**config.mk**
```make
export PLATFORM = sky130hd
export DESIGN_NAME = bit_packed_prime_sieve_top
export DESIGN_NICKNAME = d
export VERILOG_FILES = /design/src/rtl/bpps_pkg.sv /design/src/rtl/bpps_datapath.sv /design/src/rtl/bpps_ctrl.sv /design/src/rtl/bit_packed_prime_sieve_top.sv
export SDC_FILE = /design/constraint.sdc
export NUM_CORES = 1
export LEC_CHECK = 0
export BUFFER_PORTS_ARGS = -buffer_cell sky130_fd_sc_hd__clkbuf_2
export CAP_MARGIN = 40
export CORE_MARGIN = 2
export CORE_UTILIZATION = 56
export CTS_CLUSTER_DIAMETER = 40
export CTS_CLUSTER_SIZE = 8
export DETAILED_ROUTE_END_ITERATION = 7
export GPL_TIMING_DRIVEN = 0
export HOLD_SLACK_MARGIN = 0.03
export PLACE_DENSITY = 0.85
export SYNTH_ARGS = -nofsm -noshare
export SYNTH_HDL_FRONTEND = slang
export SYNTH_SLANG_ARGS = --single-unit
```
**constraint.sdc**
```tcl
create_clock -name aclk -period 4.63 [get_ports aclk]
set_clock_uncertainty 0.2 [all_clocks]
set_input_delay 0.463 -clock aclk [delete_from_list [all_inputs] [get_ports aclk]]
set_output_delay 0.463 -clock aclk [all_outputs]
set_load 0.01 [all_outputs]
```
**src/rtl/bpps_pkg.sv**
```systemverilog
package bpps_pkg;

    // Field widths fixed by the interface
    localparam int NUM_W     = 10;
    localparam int PDATA_W   = 32;
    localparam int PADDR_W   = 3;

    // Default geometry of the composite map
    localparam int MAX_NUMBER_DEF = 1023;
    localparam int WORD_BITS_DEF  = 32;

    // Register map (index into the register list, byte address is 4 * index)
    localparam int REG_LIMIT = 0;
    localparam logic [NUM_W-1:0] LIMIT_RESET = 10'd100;

    // Item function codes
    localparam logic FUNC_BUILD = 1'b0;
    localparam logic FUNC_QUERY = 1'b1;

    // Sieve constants: the only even prime, and the first odd base
    localparam int PRIME_TWO = 2;
    localparam int FIRST_ODD = 3;

    // Odd base counter width: covers the first base whose square passes 1023
    localparam int I_W = 6;
    // Multiple counter width: a limit plus one stride
    localparam int J_W = NUM_W + 1;

    // Word/bit split by reciprocal multiply, exact for NUM_W-bit operands
    localparam int SPLIT_K = 16;
    localparam int RECIP_W = 17;

    // Operand of the word/bit split unit
    typedef enum logic [1:0] {
        SRC_NUM,
        SRC_I,
        SRC_J
    } split_src_t;

    // Commands from the controller to the datapath
    typedef struct packed {
        logic       latch_item;
        logic       clr_en;
        split_src_t split_src;
        logic       do_split;
        logic       do_read;
        logic       i_step;
        logic       j_init;
        logic       j_step;
        logic       mark_write;
        logic       commit_build;
        logic       load_query;
        logic       load_build;
    } dp_cmd_t;

    // Status from the datapath to the controller
    typedef struct packed {
        logic clr_last;
        logic i_sq_over;
        logic j_over;
        logic map_bit;
    } dp_status_t;

endpackage

```
**src/rtl/bpps_datapath.sv**
```systemverilog
module bpps_datapath #(
    parameter int MAX_NUMBER = bpps_pkg::MAX_NUMBER_DEF,
    parameter int WORD_BITS  = bpps_pkg::WORD_BITS_DEF
) (
    input  logic                       aclk,
    input  logic                       aresetn,
    input  bpps_pkg::dp_cmd_t          cmd,
    output bpps_pkg::dp_status_t       status,
    input  logic [bpps_pkg::NUM_W-1:0] number,
    input  logic [bpps_pkg::NUM_W-1:0] limit,
    output logic                       is_prime,
    output logic                       out_of_range,
    output logic                       build_done
);

    localparam int NUM_W = bpps_pkg::NUM_W;
    localparam int I_W   = bpps_pkg::I_W;
    localparam int J_W   = bpps_pkg::J_W;
    localparam int WORDS = (MAX_NUMBER + WORD_BITS) / WORD_BITS;
    localparam int AW    = (WORDS > 1) ? $clog2(WORDS) : 1;
    localparam int BW    = $clog2(WORD_BITS);
    localparam int RECIP_W = bpps_pkg::RECIP_W;
    localparam int PROD_W  = NUM_W + RECIP_W;
    localparam logic [RECIP_W-1:0] RECIP =
        RECIP_W'(((1 << bpps_pkg::SPLIT_K) + WORD_BITS - 1) / WORD_BITS);

    // Composite map
    logic [WORD_BITS-1:0] mem [WORDS];
    logic [WORD_BITS-1:0] rdata_reg;

    logic [NUM_W-1:0]     num_reg;
    logic [NUM_W-1:0]     lim_reg;
    logic [NUM_W-1:0]     built_lim_reg;
    logic                 built_valid_reg;
    logic [I_W-1:0]       i_reg;
    logic [J_W-1:0]       j_reg;
    logic [NUM_W-1:0]     q_reg;
    logic [BW-1:0]        r_reg;
    logic [AW-1:0]        clr_cnt_reg;
    logic                 is_prime_reg;
    logic                 oor_reg;
    logic                 done_reg;

    logic [NUM_W-1:0]     src;
    logic [PROD_W-1:0]    prod;
    logic [NUM_W-1:0]     rem_full;
    logic [AW-1:0]        word_addr;
    logic [2*I_W-1:0]     i_sq;
    logic [NUM_W-1:0]     lim_sat;
    logic                 q_oor;
    logic                 q_prime;
    logic                 wr_en;
    logic [AW-1:0]        wr_addr;
    logic [WORD_BITS-1:0] wr_data;

    // Select the split operand; multiples are split only while within the limit
    always_comb begin
        case (cmd.split_src)
            bpps_pkg::SRC_NUM: src = num_reg;
            bpps_pkg::SRC_I:   src = NUM_W'(i_reg);
            bpps_pkg::SRC_J:   src = j_reg[NUM_W-1:0];
            default:           src = num_reg;
        endcase
    end

    // Word index by reciprocal multiply, bit index by remainder
    assign prod      = PROD_W'(src) * PROD_W'(RECIP);
    assign rem_full  = src - NUM_W'(q_reg * NUM_W'(WORD_BITS));
    assign word_addr = (32'(q_reg) < 32'(WORDS)) ? AW'(q_reg) : '0;

    assign i_sq    = (2*I_W)'(i_reg) * (2*I_W)'(i_reg);
    assign lim_sat = (32'(limit) > 32'(MAX_NUMBER)) ? NUM_W'(MAX_NUMBER) : limit;

    assign status.clr_last  = (clr_cnt_reg == AW'(WORDS - 1));
    assign status.i_sq_over = (i_sq > (2*I_W)'(lim_reg));
    assign status.j_over    = (j_reg > J_W'(lim_reg));
    assign status.map_bit   = rdata_reg[r_reg];

    // Query answer from the looked-up map word
    always_comb begin
        q_oor   = !built_valid_reg || (num_reg > built_lim_reg);
        q_prime = 1'b0;
        if (q_oor) begin
            q_prime = 1'b0;
        end else if (num_reg == NUM_W'(bpps_pkg::PRIME_TWO)) begin
            q_prime = 1'b1;
        end else if (num_reg < NUM_W'(bpps_pkg::PRIME_TWO) || !num_reg[0]) begin
            q_prime = 1'b0;
        end else begin
            q_prime = !status.map_bit;
        end
    end

    // Map write port: clear sweep or marking of one multiple
    assign wr_en   = cmd.clr_en || cmd.mark_write;
    assign wr_addr = cmd.clr_en ? clr_cnt_reg : word_addr;
    assign wr_data = cmd.clr_en ? '0 :
                     (rdata_reg | (WORD_BITS'(1) << r_reg));

    always_ff @(posedge aclk) begin
        if (wr_en) begin
            mem[wr_addr] <= wr_data;
        end
        if (cmd.do_read) begin
            rdata_reg <= mem[word_addr];
        end
    end

    // Working registers of the sieve
    always_ff @(posedge aclk) begin
        if (cmd.latch_item) begin
            num_reg     <= number;
            lim_reg     <= lim_sat;
            clr_cnt_reg <= '0;
            i_reg       <= I_W'(bpps_pkg::FIRST_ODD);
        end
        if (cmd.clr_en) begin
            clr_cnt_reg <= clr_cnt_reg + AW'(1);
        end
        if (cmd.do_split) begin
            q_reg <= NUM_W'(prod >> bpps_pkg::SPLIT_K);
        end
        if (cmd.do_read) begin
            r_reg <= rem_full[BW-1:0];
        end
        if (cmd.i_step) begin
            i_reg <= i_reg + I_W'(2);
        end
        if (cmd.j_init) begin
            j_reg <= J_W'(i_sq);
        end
        if (cmd.j_step) begin
            j_reg <= j_reg + J_W'({i_reg, 1'b0});
        end
        if (cmd.load_query) begin
            is_prime_reg <= q_prime;
            oor_reg      <= q_oor;
            done_reg     <= 1'b0;
        end
        if (cmd.load_build) begin
            is_prime_reg <= 1'b0;
            oor_reg      <= 1'b0;
            done_reg     <= 1'b1;
        end
    end

    // Record the completed build
    always_ff @(posedge aclk) begin
        if (!aresetn) begin
            built_valid_reg <= 1'b0;
            built_lim_reg   <= '0;
        end else if (cmd.commit_build) begin
            built_valid_reg <= 1'b1;
            built_lim_reg   <= lim_reg;
        end
    end

    assign is_prime     = is_prime_reg;
    assign out_of_range = oor_reg;
    assign build_done   = done_reg;

endmodule

```
**src/rtl/bpps_ctrl.sv**
```systemverilog
module bpps_ctrl (
    input  logic                   aclk,
    input  logic                   aresetn,
    input  logic                   s_valid,
    output logic                   s_ready,
    input  logic                   s_func,
    output logic                   m_valid,
    input  logic                   m_ready,
    output bpps_pkg::dp_cmd_t      cmd,
    input  bpps_pkg::dp_status_t   status
);

    typedef enum logic [3:0] {
        ST_IDLE,
        ST_CLEAR,
        ST_I_TEST,
        ST_I_SPLIT,
        ST_I_READ,
        ST_I_DATA,
        ST_M_TEST,
        ST_M_SPLIT,
        ST_M_READ,
        ST_M_WRITE,
        ST_B_DONE,
        ST_Q_SPLIT,
        ST_Q_READ,
        ST_Q_DATA
    } state_t;

    state_t state_reg;
    state_t state_next;
    logic   m_valid_reg;
    logic   m_valid_next;
    logic   accept;
    logic   out_free;

    assign s_ready  = (state_reg == ST_IDLE);
    assign accept   = s_valid && s_ready;
    assign out_free = !m_valid_reg || m_ready;
    assign m_valid  = m_valid_reg;

    // Sequence the build and query walks
    always_comb begin
        state_next   = state_reg;
        m_valid_next = m_valid_reg && !m_ready;
        cmd          = '0;
        cmd.split_src = bpps_pkg::SRC_NUM;
        case (state_reg)
            ST_IDLE: begin
                if (accept) begin
                    cmd.latch_item = 1'b1;
                    state_next = (s_func == bpps_pkg::FUNC_BUILD) ? ST_CLEAR : ST_Q_SPLIT;
                end
            end
            ST_CLEAR: begin
                cmd.clr_en = 1'b1;
                if (status.clr_last) begin
                    state_next = ST_I_TEST;
                end
            end
            ST_I_TEST: begin
                state_next = status.i_sq_over ? ST_B_DONE : ST_I_SPLIT;
            end
            ST_I_SPLIT: begin
                cmd.split_src = bpps_pkg::SRC_I;
                cmd.do_split  = 1'b1;
                state_next    = ST_I_READ;
            end
            ST_I_READ: begin
                cmd.split_src = bpps_pkg::SRC_I;
                cmd.do_read   = 1'b1;
                state_next    = ST_I_DATA;
            end
            ST_I_DATA: begin
                // Skip bases already marked composite
                if (status.map_bit) begin
                    cmd.i_step = 1'b1;
                    state_next = ST_I_TEST;
                end else begin
                    cmd.j_init = 1'b1;
                    state_next = ST_M_TEST;
                end
            end
            ST_M_TEST: begin
                if (status.j_over) begin
                    cmd.i_step = 1'b1;
                    state_next = ST_I_TEST;
                end else begin
                    state_next = ST_M_SPLIT;
                end
            end
            ST_M_SPLIT: begin
                cmd.split_src = bpps_pkg::SRC_J;
                cmd.do_split  = 1'b1;
                state_next    = ST_M_READ;
            end
            ST_M_READ: begin
                cmd.split_src = bpps_pkg::SRC_J;
                cmd.do_read   = 1'b1;
                state_next    = ST_M_WRITE;
            end
            ST_M_WRITE: begin
                cmd.mark_write = 1'b1;
                cmd.j_step     = 1'b1;
                state_next     = ST_M_TEST;
            end
            ST_B_DONE: begin
                if (out_free) begin
                    cmd.commit_build = 1'b1;
                    cmd.load_build   = 1'b1;
                    m_valid_next     = 1'b1;
                    state_next       = ST_IDLE;
                end
            end
            ST_Q_SPLIT: begin
                cmd.do_split = 1'b1;
                state_next   = ST_Q_READ;
            end
            ST_Q_READ: begin
                cmd.do_read = 1'b1;
                state_next  = ST_Q_DATA;
            end
            ST_Q_DATA: begin
                // Hold the answer until the output register frees up
                if (out_free) begin
                    cmd.load_query = 1'b1;
                    m_valid_next   = 1'b1;
                    state_next     = ST_IDLE;
                end
            end
            default: begin
                state_next = ST_IDLE;
            end
        endcase
    end

    always_ff @(posedge aclk) begin
        if (!aresetn) begin
            state_reg   <= ST_IDLE;
            m_valid_reg <= 1'b0;
        end else begin
            state_reg   <= state_next;
            m_valid_reg <= m_valid_next;
        end
    end

endmodule

```
**src/rtl/bit_packed_prime_sieve_top.sv**
```systemverilog
// Prime sieve over a bit-packed composite map of (MAX_NUMBER + WORD_BITS) / WORD_BITS
// words. A build transaction (func 0) clears the map, then walks odd bases i with
// i*i <= limit and marks their odd multiples; a query transaction (func 1) answers
// whether number is prime against the limit of the last build, flagging out_of_range
// above it or before any build. Every transaction returns exactly one result. The map
// has one read and one write port, so a query runs as split of the number into word
// and bit, map read, then answer, held until the result register is free. A build
// clears the map one word at a time, then per odd base tests, splits and reads its
// map bit, and per marked multiple tests, splits, reads and writes the map word; input
// stays stalled meanwhile. The limit register is sampled when a build is accepted and
// saturates at MAX_NUMBER.
module bit_packed_prime_sieve_top #(
    parameter int MAX_NUMBER = bpps_pkg::MAX_NUMBER_DEF,
    parameter int WORD_BITS  = bpps_pkg::WORD_BITS_DEF
) (
    input  logic                         aclk,
    input  logic                         aresetn,
    // Configuration port
    input  logic                         psel,
    input  logic                         penable,
    input  logic                         pwrite,
    input  logic [bpps_pkg::PADDR_W-1:0] paddr,
    input  logic [bpps_pkg::PDATA_W-1:0] pwdata,
    output logic [bpps_pkg::PDATA_W-1:0] prdata,
    output logic                         pready,
    // Input channel
    input  logic                         s_valid,
    output logic                         s_ready,
    input  logic                         s_func,
    input  logic [bpps_pkg::NUM_W-1:0]   s_number,
    // Result channel
    output logic                         m_valid,
    input  logic                         m_ready,
    output logic                         m_is_prime,
    output logic                         m_out_of_range,
    output logic                         m_build_done
);

    localparam int NUM_W = bpps_pkg::NUM_W;
    localparam int REG_W = bpps_pkg::PADDR_W - 2;

    logic [NUM_W-1:0]     limit_reg;
    logic                 limit_sel;
    bpps_pkg::dp_cmd_t    cmd;
    bpps_pkg::dp_status_t status;

    assign pready    = 1'b1;
    assign limit_sel = (paddr[bpps_pkg::PADDR_W-1:2] == REG_W'(bpps_pkg::REG_LIMIT));

    // Write the limit register on the access phase
    always_ff @(posedge aclk) begin
        if (!aresetn) begin
            limit_reg <= bpps_pkg::LIMIT_RESET;
        end else if (psel && penable && pwrite && limit_sel) begin
            limit_reg <= pwdata[NUM_W-1:0];
        end
    end

    assign prdata = limit_sel ? bpps_pkg::PDATA_W'(limit_reg) : '0;

    bpps_ctrl u_ctrl (
        .aclk    (aclk),
        .aresetn (aresetn),
        .s_valid (s_valid),
        .s_ready (s_ready),
        .s_func  (s_func),
        .m_valid (m_valid),
        .m_ready (m_ready),
        .cmd     (cmd),
        .status  (status)
    );

    bpps_datapath #(
        .MAX_NUMBER (MAX_NUMBER),
        .WORD_BITS  (WORD_BITS)
    ) u_datapath (
        .aclk         (aclk),
        .aresetn      (aresetn),
        .cmd          (cmd),
        .status       (status),
        .number       (s_number),
        .limit        (limit_reg),
        .is_prime     (m_is_prime),
        .out_of_range (m_out_of_range),
        .build_done   (m_build_done)
    );

endmodule

```
# After elaboration in Yosys (flattened, before gate mapping)
# Memory sizes are Yosys's and may differ from the RTL's. A register that Yosys moved wholly into a read port is not among the register bits.
# Cells that the tools add are included.
# word_totals
mem_bits_rw	1024
romBits	0
latch_bits	0
wordCells	117
mem_count	1
regBits	81
# classes
bitwise_logic	2
magnitude_cmp	6
n_mux	43
eq_ne	20
div	0
shifts	1
reduce_logical	24
n_addsub	4
mul	1
# mem_list
memory	words	width	rd	rd_clocked_by_memory_dff	wr	line_no	source
u_datapath.mem	32	32	1	1	1	bpps_datapath.sv:28	logic [WORD_BITS-1:0] mem [WORDS];
# ops
operator	count
4-bit one-hot mux with 13 select lines	1
32-bit 2-to-1 mux	1
32-bit bitwise OR	1
1-bit by 5-bit << shifter with 32-bit output, first input constant	1
4-bit == test, second input constant	6
11-bit 2-to-1 mux	2
1-bit 2-to-1 mux	20
4-bit 2-to-1 mux	5
5-bit 2-to-1 mux	4
10-bit one-hot mux with 2 select lines	1
4-bit by 3-bit == test with 1-bit output, second input constant	4
12-bit by 10-bit greater-than comparator with 1-bit output	1
5-bit by 6-bit less-than comparator with 1-bit output, second input constant	2
6-bit by 6-bit multiplier with 12-bit output	1
6-bit 2-to-1 mux	2
11-bit by 7-bit adder with 11-bit output	1
11-bit by 10-bit greater-than comparator with 1-bit output	1
10-bit by 2-bit == test with 1-bit output, second input constant	1
10-bit greater-than comparator	1
10-bit by 2-bit less-than comparator with 1-bit output, second input constant	1
10-bit 2-to-1 mux	1
4-bit by 2-bit == test with 1-bit output, second input constant	2
6-bit by 2-bit adder with 6-bit output, second input constant	1
3-bit 2-to-1 mux	2
21 further kinds	38

# Longest topological paths before layout
# depth
ltp_word	6
mapped_depth	19

# Cells and area by module
# From an unflattened synthesis, not the netlist that was laid out.
# hier_totals
hier_cells	2278
area_unflattened_um2	46079.2
# modules_own_cells
module	instances	cells_each	area_each_um2
bpps_datapath	1	2124	44863.0
bit_packed_prime_sieve_top	1	80	665.6
bpps_ctrl	1	74	550.5

# Worst setup path after synthesis
# OpenSTA, ideal clock, no wires.
# synth_path
path_type	register -> register
start	reg u_datapath.i_reg[4]
end	reg u_ctrl.state_reg[3]
slack_ps	-107
t_arrival_ps	4400
setup_ps	137
path_stages_with_launch	19
synth_period_minus_slack_ps	4737
cell_sequence	edfxtp_1 clkbuf_1 nand2_1 xnor2_1 ha_1 inv_1 fa_1 fa_1 inv_1 ha_1 a211oi_1 o21bai_1 a21oi_1 xnor2_1 ha_1 a2111oi_0 a21oi_1 o41ai_1 a2111oi_0
# synth_between
elab_chain_len	4
# synth_rtl
item	line_no	source
from (decl)	bpps_datapath.sv:35	logic [I_W-1:0] i_reg;
from (signal assigned)	bpps_datapath.sv:115	i_reg <= I_W'(bpps_pkg::FIRST_ODD);
from (signal assigned)	bpps_datapath.sv:127	i_reg <= i_reg + I_W'(2);
6-bit by 6-bit multiplier with 12-bit output	bpps_datapath.sv:71	assign i_sq = (2*I_W)'(i_reg) * (2*I_W)'(i_reg);
12-bit by 10-bit greater-than comparator with 1-bit output	bpps_datapath.sv:75	assign status.i_sq_over = (i_sq > (2*I_W)'(lim_reg));
4-bit 2-to-1 mux	bpps_ctrl.sv:62	state_next = status.i_sq_over ? ST_B_DONE : ST_I_SPLIT;
4-bit one-hot mux with 13 select lines	bpps_ctrl.sv:48	case (state_reg)
to (signal assigned)	bpps_ctrl.sv:142	state_reg <= state_next;
to (decl)	bpps_ctrl.sv:30	state_t state_reg;
# Every way passes these cells.
# A chain may end at the register's enable or synchronous reset.

# Worst setup path in the final report
# layout_path
start	reg u_datapath.i_reg[3]
end	reg u_ctrl.state_reg[3]
# Same word-level chain as after synthesis.

==> run summary <==
Clock latency at the later pin of the worst-skew pair - 0.78 ns
Root buf cell - clkbuf_16
GR Util All Layers - 31.7%
CTS tree - yes
Crit share post-route - 102%
Io pins - 91
Number of core rows - 105
Congestion Overflow GR - 0
CP required - 5.09 ns
Initial core utilization - 56.3%
Fin. max-slew vios - 0
Mapped cell area - 45,900 µm²
Die width - 290 µm
CTS max path bufs - 3
Final WS setup - -0.0914 ns
Drt total wl - 133 mm
Clock transition at path regs - 0.05 ns
Initial antenna violation count - 2
CP max FO - 5
CTS Buf Count - 165
Port Buffers - 43
Most used DFF post-synth - edfxtp_1
Actual slew at the worst max-slew pin - 0.996 ns
Levels on crit path - 18
Sequential share of the synthesized area - 73.6%
Die area - 84,300 µm²
Chip height - 290 µm
Max Clk Rate - 212 MHz
EDFF count, synth - 1,106
Most common cell after layout, fill and taps aside - edfxtp_1
Clk sink count - 1,135
H-Tree Depth - 4
Total core area - 81,600 µm²
Critical path cell sequence - buf_4 > ha_2 > ha_1 > inv_1 > fa_1 > fa_1 > inv_2 > ha_4 > a21o_1 > a21oi_2 > xnor2_2 > ha_1 > nand4_1 > a21oi_1 > o21ai_1 > a21oi_2 > o41ai_4 > a2111oi_2
Area Growth Syn to Fin - 18.8%
Unrepaired setup endpoints after global routing - yes
Max_cap viols - 0
Violated checks - setup timing
P per Cell Area - 639 nW/µm²
First-pass GRT wire length - 189 mm
Vias in the first global route - 27,200
Post-synth ARST share - 0%
Final Non-Filler Cells - 3,711
Maximum vdd drop - 0.545 mV
Layout cells sized above 1 - 32.3%
GPL Wtd Cong - 0.878
Largest net degree at the start of global routing - 33
Mapped Avg Cell Area - 20.5 µm²
Post-synth cell types - 61
Status - finished with violations
Post-synth top area share - 72.3%
CP Launch Type - flop
DRC - 0
Placed cells - 3,451
TritonRoute pass-1 iters - 7
Synthesis warning total - 0
Gate Count Post-Synth - 2,237
Worst hold path stage count - 5
Largest area contributor in the netlist - edfxtp_1
1st-iter DRT viols - 3,873
Cell family with most CP delay - adder cells
Final net count - 2,720
Crit path buf inv count - 3
CP endpoint kind - flop
Routed Antenna Nets - 0
Vias per cell - 7.06
Post-DP HPWL - 75.5 mm
Relative slew slack - 33.4%
Worst R2R Path Depth - 18
Final setup violation count - 2
Vias - 26,200
Leakage power - 17.8 nW
Dominant cells by area after synthesis - edfxtp_1, mux4_2, ha_1
Hold Crit Class - input port to flop
Post-DR wirelength/cell - 35.9 µm
Most frequent cells in the layout - edfxtp_1, mux4_2, clkbuf_16
Setup TNS - -0.0935 ns
Worst EP arrival - 5.18 ns
Final min period - 4.72 ns
Pre-CTS setup slack - -0.711 ns
Worst Path Class, Setup - flop to flop
Largest register FFs - 1,024
Ant diodes - 0
Slowest cell on crit path - fa_1
Flops & latches, synth - 1,135
Final hold violation count - 0
CP peak stage delay - 0.52 ns
Reg-to-reg slack, setup - -0.09 ns
-- synth_stat cells (all sizes together) (2+ instances only) --
master	instances
edfxtp	1106
mux4	328
nor2	98
nand2	96
a21oi	76
clkbuf	70
buf	64
ha	52
inv	43
mux2	34
o21ai	34
dfxtp	29
nor2b	25
nand3	15
xnor2	14
nor3	13
nor3b	10
xor2	9
and2	8
fa	8
nand2b	8
nand4	8
nand3b	6
a211oi	5
a21o	5
a22oi	5
and3	5
mux2i	5
o21a	5
or3	5
a2111oi	4
a22o	4
a31oi	4
nor4	4
o22ai	4
o31ai	4
or3b	3
conb	2
nand4b	2
-- cell families after synthesis --
logic type / Yosys count / share of synthesized area, %
AOI/OAI and AO/OA: 164 / 2.14
xor gates and xnor gates: 23 / 0.439
adders and majority gates: 60 / 1.77
buffers and inverters: 177 / 1.86
DFF: 1135 / 73.6
muxes: 367 / 17.0
other: 2 / 0.0164
and+or+nand+nor: 309 / 3.17
-- repair_timing --
action / 4_1_cts / 5_1_grt
endpoints found under the hold margin: 24 / 0
endpoints found under the setup margin: 2 / 162
gates cloned: 0 / 0
hold buffers: 25 / 0
buffers inserted: 13 / 9
resized for setup: 25 / 19
pin swaps: 14 / 23
-- where the power goes --
part	total, mW	leakage (nW)	internal [mW]	switching [mW]
sequential	14.0	10.2	13.6	0.380
clock	11.0	2.23	6.46	4.51
combinational	9.92	5.38	3.81	6.11
total	34.9	17.8	23.9	11.0
-- routing by layer --
layer | GRT usage [%] | wire [µm] | share of wire (%)
met5 | 0 | 27 | 0.020
met4 | 17.5 | 8180 | 6.1
met3 | 9.33 | 15900 | 12
met2 | 52.4 | 66200 | 50
met1 | 37.7 | 42800 | 32
-- worst reg2reg max path: cells and delay by family (launching register included) --
family | cells | cell delay [ns]
AND/OR/NAND/NOR | 1 | 0.13
adder cells (fa/ha/maj) | 6 | 2.03
buffers and inverters | 3 | 0.30
XOR/XNOR | 1 | 0.12
flip-flops | 1 | 0.46
AO/OA/AOI/OAI | 7 | 1.39
-- path summary, 6_finish.rpt --
path                                                               start                                       end
worst max-delay path                   u_datapath.i_reg[3]$_SDFFCE_PN0P_          u_ctrl.state_reg[3]$_SDFFE_PN0P_
worst min-delay path                                              s_func          u_ctrl.state_reg[1]$_SDFFE_PN0P_
worst max register to register         u_datapath.i_reg[3]$_SDFFCE_PN0P_          u_ctrl.state_reg[3]$_SDFFE_PN0P_
worst min register to register  u_datapath.built_lim_reg[1]$_SDFFE_PN0P_  u_datapath.built_lim_reg[1]$_SDFFE_PN0P_
-- layout make-up --
class                      count  area (µm²)
sequential                  1135       33800
fill                        4629       27000
multi-input combinational    946       11800
clock buffer                 176        4180
timing repair buffer         182        2100
tap                         1070        1340
buffer                       134         734
clock inverter                25         450
inverter                      43         161
-- stage by stage --
step | utilization, % | total power [mW] | hold slack, ns | area, µm²
global route | 66.9 | 35.9 | 0.180 | 54600
global placement | 58.3 | 21.2 | 0.232 | 47600
detailed placement | 60.2 | 22.4 | 0.245 | 49100
floorplan | - | 19.3 | 0.222 | 46000
CTS | 66.5 | 34.2 | 0.0919 | 54200
finish | 66.9 | 34.9 | 0.125 | 54600
(Power assumes the default switching activity.)
